### src/rtl/core/urm_pkg.sv
package urm_pkg;

  // counter width of the phase timer
  localparam int COUNTER_BITS = 17;
  // width used when the counter is compared against the 16-bit timeout
  localparam int CMP_BITS = (COUNTER_BITS > 16) ? COUNTER_BITS : 16;

  // distance arithmetic: distance = floor(ticks * 343 / 20000)
  localparam int DIST_BITS = 11;
  localparam int REM_BITS = 15;
  localparam logic [REM_BITS-1:0] REM_STEP = REM_BITS'(343);
  localparam logic [REM_BITS-1:0] REM_DIV = REM_BITS'(20000);

  // status codes and fixed distances on timeouts
  localparam logic [1:0] STATUS_OK = 2'd0;
  localparam logic [1:0] STATUS_NO_RISE = 2'd1;
  localparam logic [1:0] STATUS_NO_FALL = 2'd2;
  localparam logic [DIST_BITS-1:0] DIST_NO_RISE = DIST_BITS'(998);
  localparam logic [DIST_BITS-1:0] DIST_NO_FALL = DIST_BITS'(999);

  // register map
  localparam int ADDR_BITS = 4;
  localparam logic [1:0] REG_SETTLE = 2'd0;
  localparam logic [1:0] REG_PULSE = 2'd1;
  localparam logic [1:0] REG_TIMEOUT = 2'd2;
  localparam logic [1:0] REG_NEAR = 2'd3;

  localparam logic [7:0] SETTLE_RST = 8'd2;
  localparam logic [7:0] PULSE_RST = 8'd10;
  localparam logic [15:0] TIMEOUT_RST = 16'd30000;
  localparam logic [9:0] NEAR_RST = 10'd50;

  typedef enum logic [2:0] {
    PH_IDLE   = 3'd0,
    PH_SETTLE = 3'd1,
    PH_PULSE  = 3'd2,
    PH_WAIT   = 3'd3,
    PH_HIGH   = 3'd4
  } phase_e;

  typedef struct packed {
    logic [7:0]  settle_ticks;
    logic [7:0]  pulse_ticks;
    logic [15:0] timeout_ticks;
    logic [9:0]  near_threshold_cm;
  } cfg_t;

  typedef struct packed {
    logic start_req;
    logic echo_level;
  } in_t;

  typedef struct packed {
    logic                 trigger_level;
    logic                 busy_res;
    logic                 done_res;
    logic [1:0]           status;
    logic [DIST_BITS-1:0] distance_cm;
    logic                 near;
  } out_t;

endpackage

### src/rtl/core/ultrasonic_range_measurer.sv
// path: an accepted beat is held in the input register, moves to the result register
//   when the result slot frees up, and is offered from there until it is taken
// throughput: one beat per cycle unless the output stalls; the tick step is one pass
//   of logic between the input register and the result register
// reset: asynchronous active low; clears valids, phase (idle), counter, and
//   loads the register defaults
module ultrasonic_range_measurer (
  input  logic                          clk_i,
  input  logic                          rst_ni,
  input  logic                          psel,
  input  logic                          penable,
  input  logic                          pwrite,
  input  logic [urm_pkg::ADDR_BITS-1:0] paddr,
  input  logic [31:0]                   pwdata,
  output logic [31:0]                   prdata,
  output logic                          pready,
  input  logic                          in_valid_i,
  output logic                          in_stall_o,
  input  urm_pkg::in_t                  in_data_i,
  output logic                          out_valid_o,
  input  logic                          out_stall_i,
  output urm_pkg::out_t                 out_data_o
);

  urm_pkg::cfg_t cfg;

  // configuration registers
  urm_cfg u_cfg (
    .clk_i   (clk_i),
    .rst_ni  (rst_ni),
    .psel    (psel),
    .penable (penable),
    .pwrite  (pwrite),
    .paddr   (paddr),
    .pwdata  (pwdata),
    .prdata  (prdata),
    .pready  (pready),
    .cfg_o   (cfg)
  );

  // tick engine
  urm_core u_core (
    .clk_i       (clk_i),
    .rst_ni      (rst_ni),
    .cfg_i       (cfg),
    .in_valid_i  (in_valid_i),
    .in_stall_o  (in_stall_o),
    .in_data_i   (in_data_i),
    .out_valid_o (out_valid_o),
    .out_stall_i (out_stall_i),
    .out_data_o  (out_data_o)
  );

  // a finished measurement leaves the engine idle
  a_done_idle: assert property (@(posedge clk_i) disable iff (!rst_ni)
    out_valid_o && out_data_o.done_res |-> !out_data_o.busy_res)
    else $error("done beat reports busy");

  // result fields are zero on ticks without a finished measurement
  a_not_done_zero: assert property (@(posedge clk_i) disable iff (!rst_ni)
    out_valid_o && !out_data_o.done_res |->
      out_data_o.status == urm_pkg::STATUS_OK && out_data_o.distance_cm == '0 &&
      !out_data_o.near)
    else $error("result fields set without done");

  // near only on a good measurement
  a_near_ok: assert property (@(posedge clk_i) disable iff (!rst_ni)
    out_valid_o && out_data_o.near |->
      out_data_o.done_res && out_data_o.status == urm_pkg::STATUS_OK)
    else $error("near without a good measurement");

  // the trigger pulse is always followed by more of the measurement
  a_trig_busy: assert property (@(posedge clk_i) disable iff (!rst_ni)
    out_valid_o && out_data_o.trigger_level |->
      out_data_o.busy_res && !out_data_o.done_res)
    else $error("trigger high outside a measurement");

endmodule

### src/rtl/core/urm_cfg.sv
module urm_cfg (
  input  logic                          clk_i,
  input  logic                          rst_ni,
  input  logic                          psel,
  input  logic                          penable,
  input  logic                          pwrite,
  input  logic [urm_pkg::ADDR_BITS-1:0] paddr,
  input  logic [31:0]                   pwdata,
  output logic [31:0]                   prdata,
  output logic                          pready,
  output urm_pkg::cfg_t                 cfg_o
);

  urm_pkg::cfg_t cfg_q, cfg_d;
  logic [1:0]    reg_idx;
  logic          wr_en;

  assign reg_idx = paddr[3:2];
  assign wr_en   = psel && penable && pwrite;
  assign pready  = 1'b1;
  assign cfg_o   = cfg_q;

  // register write decode
  always_comb begin
    cfg_d = cfg_q;
    if (wr_en) begin
      case (reg_idx)
        urm_pkg::REG_SETTLE:  cfg_d.settle_ticks      = pwdata[7:0];
        urm_pkg::REG_PULSE:   cfg_d.pulse_ticks       = pwdata[7:0];
        urm_pkg::REG_TIMEOUT: cfg_d.timeout_ticks     = pwdata[15:0];
        urm_pkg::REG_NEAR:    cfg_d.near_threshold_cm = pwdata[9:0];
        default:              cfg_d = cfg_q;
      endcase
    end
  end

  always_ff @(posedge clk_i or negedge rst_ni) begin
    if (!rst_ni) begin
      cfg_q.settle_ticks      <= urm_pkg::SETTLE_RST;
      cfg_q.pulse_ticks       <= urm_pkg::PULSE_RST;
      cfg_q.timeout_ticks     <= urm_pkg::TIMEOUT_RST;
      cfg_q.near_threshold_cm <= urm_pkg::NEAR_RST;
    end else begin
      cfg_q <= cfg_d;
    end
  end

  // read mux
  always_comb begin
    case (reg_idx)
      urm_pkg::REG_SETTLE:  prdata = {24'd0, cfg_q.settle_ticks};
      urm_pkg::REG_PULSE:   prdata = {24'd0, cfg_q.pulse_ticks};
      urm_pkg::REG_TIMEOUT: prdata = {16'd0, cfg_q.timeout_ticks};
      urm_pkg::REG_NEAR:    prdata = {22'd0, cfg_q.near_threshold_cm};
      default:              prdata = 32'd0;
    endcase
  end

endmodule

### src/rtl/core/urm_core.sv
module urm_core (
  input  logic          clk_i,
  input  logic          rst_ni,
  input  urm_pkg::cfg_t cfg_i,
  input  logic          in_valid_i,
  output logic          in_stall_o,
  input  urm_pkg::in_t  in_data_i,
  output logic          out_valid_o,
  input  logic          out_stall_i,
  output urm_pkg::out_t out_data_o
);

  localparam int CB = urm_pkg::COUNTER_BITS;
  localparam int DB = urm_pkg::DIST_BITS;
  localparam int RB = urm_pkg::REM_BITS;

  // pipeline registers
  logic          in_vld_q;
  urm_pkg::in_t  in_q;
  logic          out_vld_q;
  urm_pkg::out_t out_q;
  logic          adv;

  // measurement state
  urm_pkg::phase_e phase_q, phase_d;
  logic [CB-1:0]   cnt_q, cnt_d;
  logic [DB-1:0]   dist_q, dist_d;
  logic [RB-1:0]   rem_q, rem_d;

  // step results
  urm_pkg::out_t   res;
  logic [CB-1:0]   cnt_inc;
  logic            cnt_sat;
  logic [RB-1:0]   rem_sum;
  logic            rem_wrap;
  logic [RB-1:0]   rem_inc;
  logic [DB-1:0]   dist_inc;
  logic [CB-1:0]   settle_ext;
  logic [CB-1:0]   pulse_ext;
  logic [urm_pkg::CMP_BITS-1:0] tmo_ext;
  logic [urm_pkg::CMP_BITS-1:0] cnt_q_ext;
  logic [urm_pkg::CMP_BITS-1:0] cnt_inc_ext;
  logic            tmo_cur;
  logic            tmo_inc;

  // a beat moves from input to result register when the result slot frees up
  assign adv        = in_vld_q && (!out_vld_q || !out_stall_i);
  assign in_stall_o = in_vld_q && !adv;
  assign out_valid_o = out_vld_q;
  assign out_data_o  = out_q;

  always_ff @(posedge clk_i or negedge rst_ni) begin
    if (!rst_ni) begin
      in_vld_q <= 1'b0;
    end else if (!in_stall_o) begin
      in_vld_q <= in_valid_i;
    end
  end

  always_ff @(posedge clk_i) begin
    if (in_valid_i && !in_stall_o) begin
      in_q <= in_data_i;
    end
  end

  always_ff @(posedge clk_i or negedge rst_ni) begin
    if (!rst_ni) begin
      out_vld_q <= 1'b0;
    end else if (adv) begin
      out_vld_q <= 1'b1;
    end else if (!out_stall_i) begin
      out_vld_q <= 1'b0;
    end
  end

  always_ff @(posedge clk_i) begin
    if (adv) begin
      out_q <= res;
    end
  end

  // saturating counter increment
  assign cnt_sat = (cnt_q == {CB{1'b1}});
  assign cnt_inc = cnt_sat ? cnt_q : cnt_q + CB'(1);

  // distance kept in step with the counter while the echo is high: quotient and remainder of cnt*343/20000
  assign rem_sum  = rem_q + urm_pkg::REM_STEP;
  assign rem_wrap = (rem_sum >= urm_pkg::REM_DIV);
  assign rem_inc  = cnt_sat ? rem_q : (rem_wrap ? rem_sum - urm_pkg::REM_DIV : rem_sum);
  assign dist_inc = (cnt_sat || !rem_wrap) ? dist_q : dist_q + DB'(1);

  // threshold compares
  assign settle_ext  = CB'(cfg_i.settle_ticks);
  assign pulse_ext   = CB'(cfg_i.pulse_ticks);
  assign tmo_ext     = urm_pkg::CMP_BITS'(cfg_i.timeout_ticks);
  assign cnt_q_ext   = urm_pkg::CMP_BITS'(cnt_q);
  assign cnt_inc_ext = urm_pkg::CMP_BITS'(cnt_inc);
  assign tmo_cur     = (cnt_q_ext > tmo_ext) || cnt_sat;
  assign tmo_inc     = (cnt_inc_ext > tmo_ext) || (cnt_inc == {CB{1'b1}});

  // next state and result of one tick
  always_comb begin
    phase_d = phase_q;
    cnt_d   = cnt_q;
    dist_d  = dist_q;
    rem_d   = rem_q;
    res     = '0;
    case (phase_q)
      urm_pkg::PH_IDLE: begin
        if (in_q.start_req) begin
          if (settle_ext <= CB'(1)) begin
            phase_d = urm_pkg::PH_PULSE;
            cnt_d   = '0;
          end else begin
            phase_d = urm_pkg::PH_SETTLE;
            cnt_d   = CB'(1);
          end
        end
      end
      urm_pkg::PH_SETTLE: begin
        cnt_d = cnt_inc;
        if (cnt_inc >= settle_ext) begin
          phase_d = urm_pkg::PH_PULSE;
          cnt_d   = '0;
        end
      end
      urm_pkg::PH_PULSE: begin
        res.trigger_level = 1'b1;
        cnt_d = cnt_inc;
        if (cnt_inc >= pulse_ext) begin
          phase_d = urm_pkg::PH_WAIT;
          cnt_d   = '0;
        end
      end
      urm_pkg::PH_WAIT: begin
        if (in_q.echo_level) begin
          phase_d = urm_pkg::PH_HIGH;
          cnt_d   = '0;
          dist_d  = '0;
          rem_d   = '0;
        end else if (tmo_cur) begin
          res.done_res    = 1'b1;
          res.status      = urm_pkg::STATUS_NO_RISE;
          res.distance_cm = urm_pkg::DIST_NO_RISE;
          phase_d = urm_pkg::PH_IDLE;
          cnt_d   = '0;
        end else begin
          cnt_d = cnt_inc;
        end
      end
      urm_pkg::PH_HIGH: begin
        cnt_d  = cnt_inc;
        dist_d = dist_inc;
        rem_d  = rem_inc;
        if (!in_q.echo_level) begin
          res.done_res    = 1'b1;
          res.status      = urm_pkg::STATUS_OK;
          res.distance_cm = dist_inc;
          res.near        = (dist_inc < DB'(cfg_i.near_threshold_cm));
          phase_d = urm_pkg::PH_IDLE;
          cnt_d   = '0;
        end else if (tmo_inc) begin
          res.done_res    = 1'b1;
          res.status      = urm_pkg::STATUS_NO_FALL;
          res.distance_cm = urm_pkg::DIST_NO_FALL;
          phase_d = urm_pkg::PH_IDLE;
          cnt_d   = '0;
        end
      end
      default: begin
        phase_d = urm_pkg::PH_IDLE;
        cnt_d   = '0;
      end
    endcase
    res.busy_res = (phase_d != urm_pkg::PH_IDLE);
  end

  always_ff @(posedge clk_i or negedge rst_ni) begin
    if (!rst_ni) begin
      phase_q <= urm_pkg::PH_IDLE;
      cnt_q   <= '0;
    end else if (adv) begin
      phase_q <= phase_d;
      cnt_q   <= cnt_d;
    end
  end

  always_ff @(posedge clk_i) begin
    if (adv) begin
      dist_q <= dist_d;
      rem_q  <= rem_d;
    end
  end

endmodule

### config.mk
export PLATFORM = sky130hd
export DESIGN_NAME = ultrasonic_range_measurer
export DESIGN_NICKNAME = d
export VERILOG_FILES = /design/src/rtl/core/urm_pkg.sv /design/src/rtl/core/ultrasonic_range_measurer.sv /design/src/rtl/core/urm_cfg.sv /design/src/rtl/core/urm_core.sv
export SDC_FILE = /design/constraint.sdc
export NUM_CORES = 1
export LEC_CHECK = 0
export BUFFER_PORTS_ARGS = -buffer_cell sky130_fd_sc_hd__buf_2
export CORE_MARGIN = 10
export CORE_UTILIZATION = 30
export CTS_BUF_LIST = sky130_fd_sc_hd__clkbuf_2
export DETAILED_ROUTE_END_ITERATION = 7
export SETUP_SLACK_MARGIN = 0.15
export SLEW_MARGIN = 20
export SYNTH_ARGS = -nofsm -noshare
export SYNTH_HDL_FRONTEND = slang
export SYNTH_SLANG_ARGS = --single-unit
export TNS_END_PERCENT = 50
### constraint.sdc
create_clock -name clk_i -period 5.1 [get_ports clk_i]
set_input_delay 0.255 -clock clk_i [delete_from_list [all_inputs] [get_ports clk_i]]
set_output_delay 0.255 -clock clk_i [all_outputs]
set_load 0.02 [all_outputs]
==> impl_metrics.tcl, run 1 <==
set metrics [dict create \
    cts_max_path_buffers 2 \
    antenna_found_initial 1 \
    tightest_slew_ps 963 \
    worstReg2RegEnd "u_core.cnt_q[5]" \
    ys_ff_latch 109 \
    die_w_um 179 \
    root_buffer "clkbuf_2" \
    p_leak_nw 3.77 \
    cts_setup_buffers 0 \
    dpl.hpwl_mm 15.0 \
    power.density_nw_per_um2 328 \
    regToRegSetupSlack_ps 510 \
    grt_pass1_wl_mm 31.3 \
    vias 5999 \
    htreeDepth 3 \
    whs_endpoint "u_cfg.cfg_o[27]" \
    ios 97 \
    reg2regPathDepth 17 \
    report.final.slew_viol_count 0 \
    grt_pass1_vias 5759 \
    area_growth_pct 12.7 \
    chipHeight_um 179 \
    syn-instance-count 792 \
    fin_skew_ps 48.5 \
    synthDistinctLibCells 84 \
    setup_tns_ps 0 \
    die_area_um2 32100 \
    fin_util 0.342 \
    wl_per_cell_um 16.4 \
    grt-ovfl-total 0 \
    start_util 0.303 \
    status "completed" \
    hold_path.class "in -> reg" \
    cts_made_buffers 9 \
    final_common_cell "nand2_1" \
    min_period_ps 4590 \
    path_clk_slew_ps 360 \
    ys_async_sr_fraction 0.587 \
    cts_tree "done" \
    final-hold-violation-count 0 \
    dr.pass1.iters 5 \
    place_congestion 0.878 \
    slew-limit-headroom 0.356 \
    seq_area_frac_synth 0.391 \
    syn_area_um2 7590 \
    required_ps 5710 \
    grt_use_total 0.123 \
    routed_via_density 4.98 \
    worstHoldPathCells 6 \
    r2r-start "u_core.cnt_q[1]" \
    min_from "penable" \
    io_buffers 61 \
    fin_nets 976 \
    finalSetupViolCount 0 \
    clock_sinks 109 \
    rsz0062_at_grt "no" \
    drtIter0Drc 334 \
    max_freq_ghz 0.218 \
    syn-mean-instance-area_um2 9.58 \
    insertion_delay_ps 680 \
    worst_ir_drop_vdd_mv 0.185 \
    arrival_ps 5200 \
    detail-route-antenna-nets 0 \
    grt_max_degree 65 \
    coreArea_um2 25000 \
    ys.warnings.count 0 \
    critPathLaunchType "flip-flop" \
    drc 0 \
    rows 58 \
    worstSetupPathType "reg -> reg" \
    drv_cap 0 \
    end_kind "flip-flop" \
    synth_edf_count 45 \
    final_cell_mix "nand2_1, inv_1, ha_1, buf_2, o21ai_0" \
    wl_mm 19.7 \
    ys.flop_type "dfrtp_1" \
    crit_fanout 9 \
    drive_gt1_frac 0.174 \
    fin_crit_sh 0.900 \
]
[cell type report]
cell class	instances	area [um^2]
Inverter	73	275
Clock inverter	7	82.6
Clock buffer	9	45.0
Sequential cell	109	2970
Tap cell	330	413
Timing Repair Buffer	93	601
Multi-Input combinational cell	583	4170
Antenna cell	1	2.50
Fill cell	2574	16500
[logic make-up after synthesis]
family / Yosys count / share of synthesized area
AND/OR/NAND/NOR: 266 / 0.184
AO/OA/AOI/OAI: 172 / 0.154
buffers and inverters: 115 / 0.0689
flip-flops: 109 / 0.391
adder cells (fa/ha/maj): 62 / 0.102
XOR/XNOR: 36 / 0.0425
multiplexers: 30 / 0.0559
other: 2 / 0.000989
[worst max-delay path by stage]
stage / startpoint / endpoint / slack [ps]
finish: u_core.cnt_q[1] / u_core.cnt_q[5] / 510
global route: u_core.rem_q[0] / u_core.out_data_o[0] / 170
CTS: u_core.rem_q[0] / u_core.out_data_o[0] / 390
detailed placement: u_core.rem_q[0] / u_core.out_data_o[0] / 510
global placement: u_core.rem_q[2] / u_core.out_data_o[0] / 540
floorplan: u_core.rem_q[2] / u_core.out_data_o[0] / 1190
[what timing repair did]
action / 4_1_cts / 5_1_grt
gates resized for setup: 0 / 1
hold buffers: 22 / 0
endpoints found under the hold margin: 99 / 0
endpoints found under the setup margin: 0 / 1
[metrics by stage]
stage / setup slack, ps / instance area (um^2) / power, mW / hold slack [ps] / instances
floorplan: 1190 / 7650 / 2.04 / -40.6 / 807
global placement: 540 / 8200 / 2.34 / 435 / 1166
detailed placement: 514 / 8200 / 2.36 / 436 / 1166
CTS: 387 / 8540 / 2.82 / 86.0 / 1204
global route: 169 / 8560 / 3.03 / 91.9 / 1205
finish: 512 / 8560 / 2.81 / 110 / 1205
[synthesized netlist by cell type, types with 7 or more instances]
| cell | number | area (um^2) |
|---|---|---|
| nand2_1 | 82 | 308 |
| inv_1 | 72 | 270 |
| ha_1 | 62 | 776 |
| o21ai_0 | 54 | 270 |
| dfrtp_1 | 51 | 1280 |
| nor2_1 | 48 | 180 |
| edfxtp_1 | 45 | 1350 |
| a21oi_1 | 33 | 165 |
| nand3_1 | 23 | 115 |
| xnor2_1 | 23 | 201 |
| buf_4 | 20 | 150 |
| nand4_1 | 18 | 113 |
| and2_1 | 17 | 106 |
| mux2_2 | 15 | 169 |
| a21o_1 | 14 | 105 |
| clkbuf_1 | 13 | 48.8 |
| dfstp_2 | 13 | 342 |
| nor3_1 | 12 | 60.1 |
| xor2_1 | 12 | 105 |
| nor2b_1 | 11 | 68.8 |
| a22o_1 | 9 | 78.8 |
| and3_1 | 8 | 50.1 |
| mux4_2 | 8 | 180 |
| a211oi_1 | 7 | 52.6 |
[routing by layer]
metal  GRT usage  up-vias  share of wire
li1            -     2968              -
met1       0.162     2877           0.46
met2       0.201      135           0.49
met3      0.0211       19          0.041
met4      0.0372        0          0.016
met5           0        -              0
[worst max-delay path, stage by stage, from the launching register on]
cell,delay (ps)
dfrtp_1,520
ha_1,230
nand3_1,190
nor3_1,410
nand2_1,130
and3_1,210
nand3_1,150
xnor2_1,160
ha_1,330
and4_1,230
nor4b_1,350
a211oi_1,120
a21boi_0,180
nand3b_1,290
or2_2,360
o211a_1,210
nor2_4,290
a22o_1,190
[registers in the layout, summed over array words and instances, names as in the netlist]
| signal | count |
|---|---|
| u_core.out_data_o | 17 |
| u_core.rem_q | 15 |
| u_core.in_vld_q | 1 |
| u_core.in_q | 2 |
| u_core.dist_q | 11 |
| u_core.phase_q | 3 |
| u_core.cnt_q | 17 |
| u_core.out_valid_o | 1 |
| u_cfg.cfg_o | 42 |
[where the power goes]
part	switching [mW]	internal, mW
clock	0.328	0.121
combinational	0.658	0.448
sequential	0.160	1.09
Power figures use the tool's default switching activity.
==> run 2, diff against run 1 <==
--- a/config.mk
+++ b/config.mk
@@ -5,8 +5,8 @@
 export SDC_FILE = /design/constraint.sdc
 export NUM_CORES = 1
 export LEC_CHECK = 0
+export ABC_AREA = 1
 export BUFFER_PORTS_ARGS = -buffer_cell sky130_fd_sc_hd__buf_2
-export CORE_MARGIN = 10
 export CORE_UTILIZATION = 30
 export CTS_BUF_LIST = sky130_fd_sc_hd__clkbuf_2
 export DETAILED_ROUTE_END_ITERATION = 7
==> constraint.sdc (replaced) <==
create_clock -name clk_i -period 3.8 [get_ports clk_i]
set_input_delay 0.19 -clock clk_i [delete_from_list [all_inputs] [get_ports clk_i]]
set_output_delay 0.19 -clock clk_i [all_outputs]
set_load 0.02 [all_outputs]
==> impl_metrics.tcl, run 2 <==
set metrics [dict create \
    routed_via_density 4.68 \
    place_congestion 0.909 \
    ios 97 \
    die_area_um2 26300 \
    grt_use_total 0.160 \
    drive_gt1_frac 0.208 \
    synth_commonest_cells "nand2_1, inv_1, nor2_1, o21ai_0, ha_1" \
    cpPeakStageDelay_ps 510 \
    grt_pass1_wl_mm 33.2 \
    power.density_nw_per_um2 391 \
    start_util 0.306 \
    p_leak_nw 4.45 \
    required_ps 4390 \
    detail-route-antenna-nets 0 \
    tightest_slew_ps 976 \
    insertion_delay_ps 680 \
    fillers 2632 \
    die_w_um 162 \
    seq_area_frac_synth 0.386 \
    ys.flop_type "dfrtp_1" \
    report.final.slew_viol_count 0 \
    wl_per_cell_um 14.1 \
    dr.pass1.iters 6 \
    grt_max_degree 46 \
    syn_area_um2 7700 \
    final-hold-violation-count 0 \
    vias 6739 \
    synth_edf_count 45 \
    fin_skew_ps 43.0 \
    cts_made_buffers 9 \
    synthMuxAreaShare 0 \
    largest_register_ffs 42 \
    chipHeight_um 162 \
    slew-limit-headroom 0.348 \
    coreArea_um2 25200 \
    cpMaxStageDelayCell "dfrtp_1" \
    ys_async_sr_fraction 0.587 \
    drv_cap 0 \
    arrival_ps 4050 \
    max_freq_ghz 0.289 \
    crit_fanout 15 \
    finalSetupViolCount 0 \
    setup_tns_ps 0 \
    synthXorXnorAreaFrac 0.0270 \
    worst_ir_drop_vdd_mv 0.203 \
    synth_top_area_cell "edfxtp_1" \
    status "completed" \
    wl_mm 20.3 \
    syn-mean-instance-area_um2 7.85 \
    antenna_found_initial 1 \
    dpl.hpwl_mm 15.6 \
    cts_tree "done" \
    min_period_ps 3450 \
    rows 58 \
    io_buffers 61 \
    synthTopCellsByArea "edfxtp_1, dfrtp_1, nand2_1, ha_1, inv_1" \
    cts_max_path_buffers 2 \
    cpMostUsedCell "nand2_2" \
    seqCellArea_um2 2980 \
    final_cell_mix "nand2_1, inv_1, nor2_1, o21ai_0, buf_2" \
    post-synth-top-count-cell "nand2_1" \
    ys.warnings.count 0 \
    dpl.cell_count 1385 \
    synthSimpleGateAreaFrac 0.269 \
    final_common_cell "nand2_1" \
    syn-instance-count 981 \
    grt-ovfl-total 0 \
    whs_ps 114 \
    grt_pass1_vias 6533 \
    fin_nets 1210 \
    synth-compound-area-share 0.117 \
    rsz0062_at_grt "no" \
    synth_adder_area_share 0.101 \
    multi_input_area_um2 4180 \
    synth_top_family_by_area "simple AND/OR/NAND/NOR gates" \
    hold_path.class "in -> async" \
    ys_ff_latch 109 \
    path_clk_slew_ps 360 \
    fin_util 0.362 \
    fin_total_pwr_mw 3.57 \
    drtIter0Drc 453 \
    fin_crit_sh 0.909 \
    critPathLaunchType "flip-flop" \
    crit_chain "nand2_4 -> nor3_4 -> nand2_2 -> nor4_2 -> nand3_1 -> nand2_2 -> nor2_1 -> xnor2_1 -> inv_2 -> buf_4 -> ha_1 -> nand2_1 -> nor2_1 -> a211oi_1 -> o211ai_2 -> nor2_4 -> nand3_2 -> nand2_2 -> nor2_4 -> buf_12 -> o21ai_0" \
    worstSetupPathType "reg -> reg" \
    final_cell_count_no_fill 1439 \
    reg2regPathDepth 21 \
    root_buffer "clkbuf_2" \
    area_growth_pct 18.5 \
    htreeDepth 3 \
    synthDistinctLibCells 48 \
    drc 0 \
    clock_sinks 109 \
    netlist.area_leader.share 0.175 \
    end_kind "flip-flop" \
]
[run 2: cell count changes after synthesis, moves of 17 or more]
cell,delta
nand3_1,+18
nor2_1,+31
inv_1,+73
xnor2_1,-20
nand2_1,+151
a21oi_1,+19
and2_1,-17
[run 2: worst max-delay path: cells and delay by family, from the launching register on]
family / cells / cell delay, ps
AND/OR/NAND/NOR: 13 / 1380
AO/OA/AOI/OAI: 3 / 650
flip-flops: 1 / 510
buffers and inverters: 3 / 380
adder cells (fa/ha/maj): 1 / 280
XOR/XNOR: 1 / 180
[run 2: cell type report]
type | instances | share of cell area
inverters | 151 | 0.0621
diodes | 1 | 0.000274
repair buffers | 128 | 0.0966
multi-input cells | 704 | 0.458
clock buffers | 10 | 0.00549
flip-flops and latches | 109 | 0.326
clock inverters | 6 | 0.00631
well taps | 330 | 0.0453
[run 2: final timing paths]
path	start	slack, ps	endpoint
min	rst_ni	110	u_cfg.cfg_o[16]
max	u_core.cnt_q[5]	350	u_core.cnt_q[9]
max in group asynchronous	rst_ni	2410	u_core.cnt_q[11]
max reg2reg	u_core.cnt_q[5]	350	u_core.cnt_q[9]
min reg2reg	u_core.in_vld_q	500	u_core.out_valid_o
min in group clk_i	pwdata[8]	230	u_cfg.cfg_o[18]
[run 2: metal layers]
metal,vias up,global-route usage,share of wire
met5,-,0,0
met4,0,0.0480,0.021
met3,28,0.0327,0.047
met2,142,0.261,0.46
met1,3127,0.213,0.47
li1,3442,-,-
[run 2: kinds of logic (layout without fill, tap and decap cells)]
| family | Yosys count | in the layout |
|---|---|---|
| buf+inv | 183 | 295 |
| other cells | 2 | 18 |
| compound gates | 152 | 152 |
| flops | 109 | 109 |
| xor+xnor | 22 | 22 |
| simple gates | 451 | 451 |
| fa+ha+maj | 62 | 62 |
[run 2: through the flow]
stage	setup WS [ps]	instance area (um^2)
floorplan	171	7760
global placement	131	8510
detailed placement	80.9	8510
CTS	172	8880
global route	108	9120
finish	345	9120
[run 2: report_power, final]
part	internal (mW)	switching (mW)	leakage, nW
registers	1.42	0.118	1.22
logic	0.540	0.919	3.16
clock network	0.111	0.454	0.0718
[run 2: timing repair]
| item | 4_1_cts | 5_1_grt |
|---|---|---|
| resized for setup | 1 | 38 |
| setup buffers | 2 | 11 |
| pin swaps | 1 | 10 |
| hold buffers | 24 | 0 |
| endpoints found under the setup margin | 22 | 30 |
| gates cloned | 0 | 0 |
| hold endpoints to repair | 67 | 0 |
==> run 3, diff against run 2 <==
--- a/config.mk
+++ b/config.mk
@@ -5,11 +5,13 @@
 export SDC_FILE = /design/constraint.sdc
 export NUM_CORES = 1
 export LEC_CHECK = 0
-export ABC_AREA = 1
 export BUFFER_PORTS_ARGS = -buffer_cell sky130_fd_sc_hd__buf_2
+export CELL_PAD_IN_SITES_DETAIL_PLACEMENT = 2
+export CELL_PAD_IN_SITES_GLOBAL_PLACEMENT = 2
 export CORE_UTILIZATION = 30
 export CTS_BUF_LIST = sky130_fd_sc_hd__clkbuf_2
 export DETAILED_ROUTE_END_ITERATION = 7
+export PLACE_DENSITY_LB_ADDON = 0.1
 export SETUP_SLACK_MARGIN = 0.15
 export SLEW_MARGIN = 20
 export SYNTH_ARGS = -nofsm -noshare
==> constraint.sdc (replaced) <==
create_clock -name clk_i -period 3.6 [get_ports clk_i]
set_input_delay 0.18 -clock clk_i [delete_from_list [all_inputs] [get_ports clk_i]]
set_output_delay 0.18 -clock clk_i [all_outputs]
set_load 0.02 [all_outputs]
==> impl_metrics.tcl, run 3 (synthesis gave the netlist of run 1 again) <==
set metrics [dict create \
    status "finished, violations left" \
    violations "negative setup slack" \
    hold_path.class "in -> async" \
    arrival_ps 4510 \
    dpl.cell_count 1288 \
    placed_cell_area_um2 9250 \
    root_buffer "clkbuf_2" \
    cts_tree "done" \
    final_cell_count_no_fill 1371 \
    drive_gt1_frac 0.402 \
    final_common_cell "buf_4" \
    cp.buffers_inverters 2 \
    final-hold-violation-count 0 \
    wl_mm 29.2 \
    tightest_slew_ps 909 \
    area_growth_pct 40.2 \
    path_clk_slew_ps 400 \
    fin_total_pwr_mw 4.92 \
    io_buffers 61 \
    drc 0 \
    die_area_um2 25900 \
    drv_cap 0 \
    dr.pass1.iters 4 \
    min_period_ps 3890 \
    fin_crit_sh 1.08 \
    whs_ps 74.0 \
    antenna_found_initial 1 \
    cpPeakStageDelay_ps 470 \
    cts_max_path_buffers 2 \
    htreeDepth 3 \
    max_freq_ghz 0.257 \
    crit_family "simple AND/OR/NAND/NOR gates" \
    fin_nets 1148 \
    chipHeight_um 161 \
    insertion_delay_ps 700 \
    wl_per_cell_um 21.3 \
    ios 97 \
    final_cell_mix "buf_4, nand2_1, inv_1, buf_2, ha_1" \
    coreArea_um2 24500 \
    grt-ovfl-total 0 \
    vias 7029 \
    power.density_nw_per_um2 462 \
    clock_sinks 109 \
    report.final.slew_viol_count 0 \
    largest_register_ffs 42 \
    critPathLaunchType "flip-flop" \
    finalSetupViolCount 27 \
    crit_fanout 8 \
    grt_pass1_wl_mm 45.6 \
    cpMaxStageDelayCell "dfrtp_1" \
    fin_skew_ps 90.4 \
    grt_use_total 0.229 \
    grt_pass1_vias 8050 \
    detail-route-antenna-nets 0 \
    final_area_um2 10600 \
    p_leak_nw 4.72 \
    drtIter0Drc 290 \
    place_ws_ps -760 \
    start_util 0.309 \
    die_w_um 161 \
    grt_max_degree 28 \
    cts_made_buffers 9 \
    crit_chain "nand4_1 -> buf_6 -> nor3_4 -> nand2_2 -> and3_4 -> and2_1 -> xor2_2 -> ha_1 -> and4_4 -> nor4b_4 -> a21oi_1 -> a21oi_1 -> nand3b_1 -> or2_4 -> o211a_4 -> nor2_4 -> buf_12 -> a22o_1" \
    routed_via_density 5.13 \
    required_ps 4220 \
    dpl.hpwl_mm 21.9 \
    slew-limit-headroom 0.394 \
    place_congestion 0.856 \
    rsz0062_at_grt "yes" \
    worst_ir_drop_vdd_mv 0.159 \
    end_kind "flip-flop" \
    fin_ws_ps -288 \
    rows 57 \
    cpMostUsedCell "a21oi_1" \
    worstSetupPathType "reg -> reg" \
]
-- run 3: power by group --
group	switching, mW	internal, mW
logic	1.37	1.16
registers	0.222	1.55
clock network	0.499	0.119
-- run 3: what timing repair did --
| action | CTS | global route |
|---|---|---|
| hold buffers | 27 | 0 |
| hold endpoints to repair | 110 | 0 |
| resized for setup | 124 | 18 |
| pin swaps | 38 | 19 |
| buffers inserted | 26 | 13 |
| endpoints found under the setup margin | 32 | 35 |
-- run 3: layer usage --
metal,vias to the layer above,global-route usage,wire [um]
met2,97,0.429,15400
met1,3588,0.269,12500
met4,0,0.0669,643
met5,-,0,0
li1,3309,-,-
met3,35,0.0306,667
-- run 3: final cells by class --
class                           instances  area [um^2]
Clock inverter                          6         65.1
Clock buffer                           10         50.0
Inverter                               73          280
Fill cell                            2651        13900
Multi-Input combinational cell        583         4870
Timing Repair Buffer                  265         1990
Sequential cell                       109         2980
Antenna cell                            1         2.50
Tap cell                              324          405
-- run 3: stage by stage --
step,utilization,TNS [ps]
3_3_place_gp,0.377,-4020
3_5_place_dp,0.377,-8550
5_1_grt,0.434,-10040
4_1_cts,0.426,-1630
6_report,0.434,-5640
2_1_floorplan,-,-154
-- run 3: path summary, 6_finish.rpt --
| check | startpoint | end | slack (ps) | cells past startpoint |
|---|---|---|---|---|
| max | u_core.cnt_q[7] | u_core.cnt_q[3] | -290 | 18 |
| min | rst_ni | u_cfg.cfg_o[1] | 70 | 2 |
| max reg2reg | u_core.cnt_q[7] | u_core.cnt_q[3] | -290 | 18 |
| min reg2reg | u_cfg.cfg_o[18] | u_cfg.cfg_o[18] | 580 | 2 |
| max in group asynchronous | rst_ni | u_cfg.cfg_o[12] | 2340 | 3 |
| min in group clk_i | in_data_i[1] | u_core.in_q[1] | 190 | 2 |
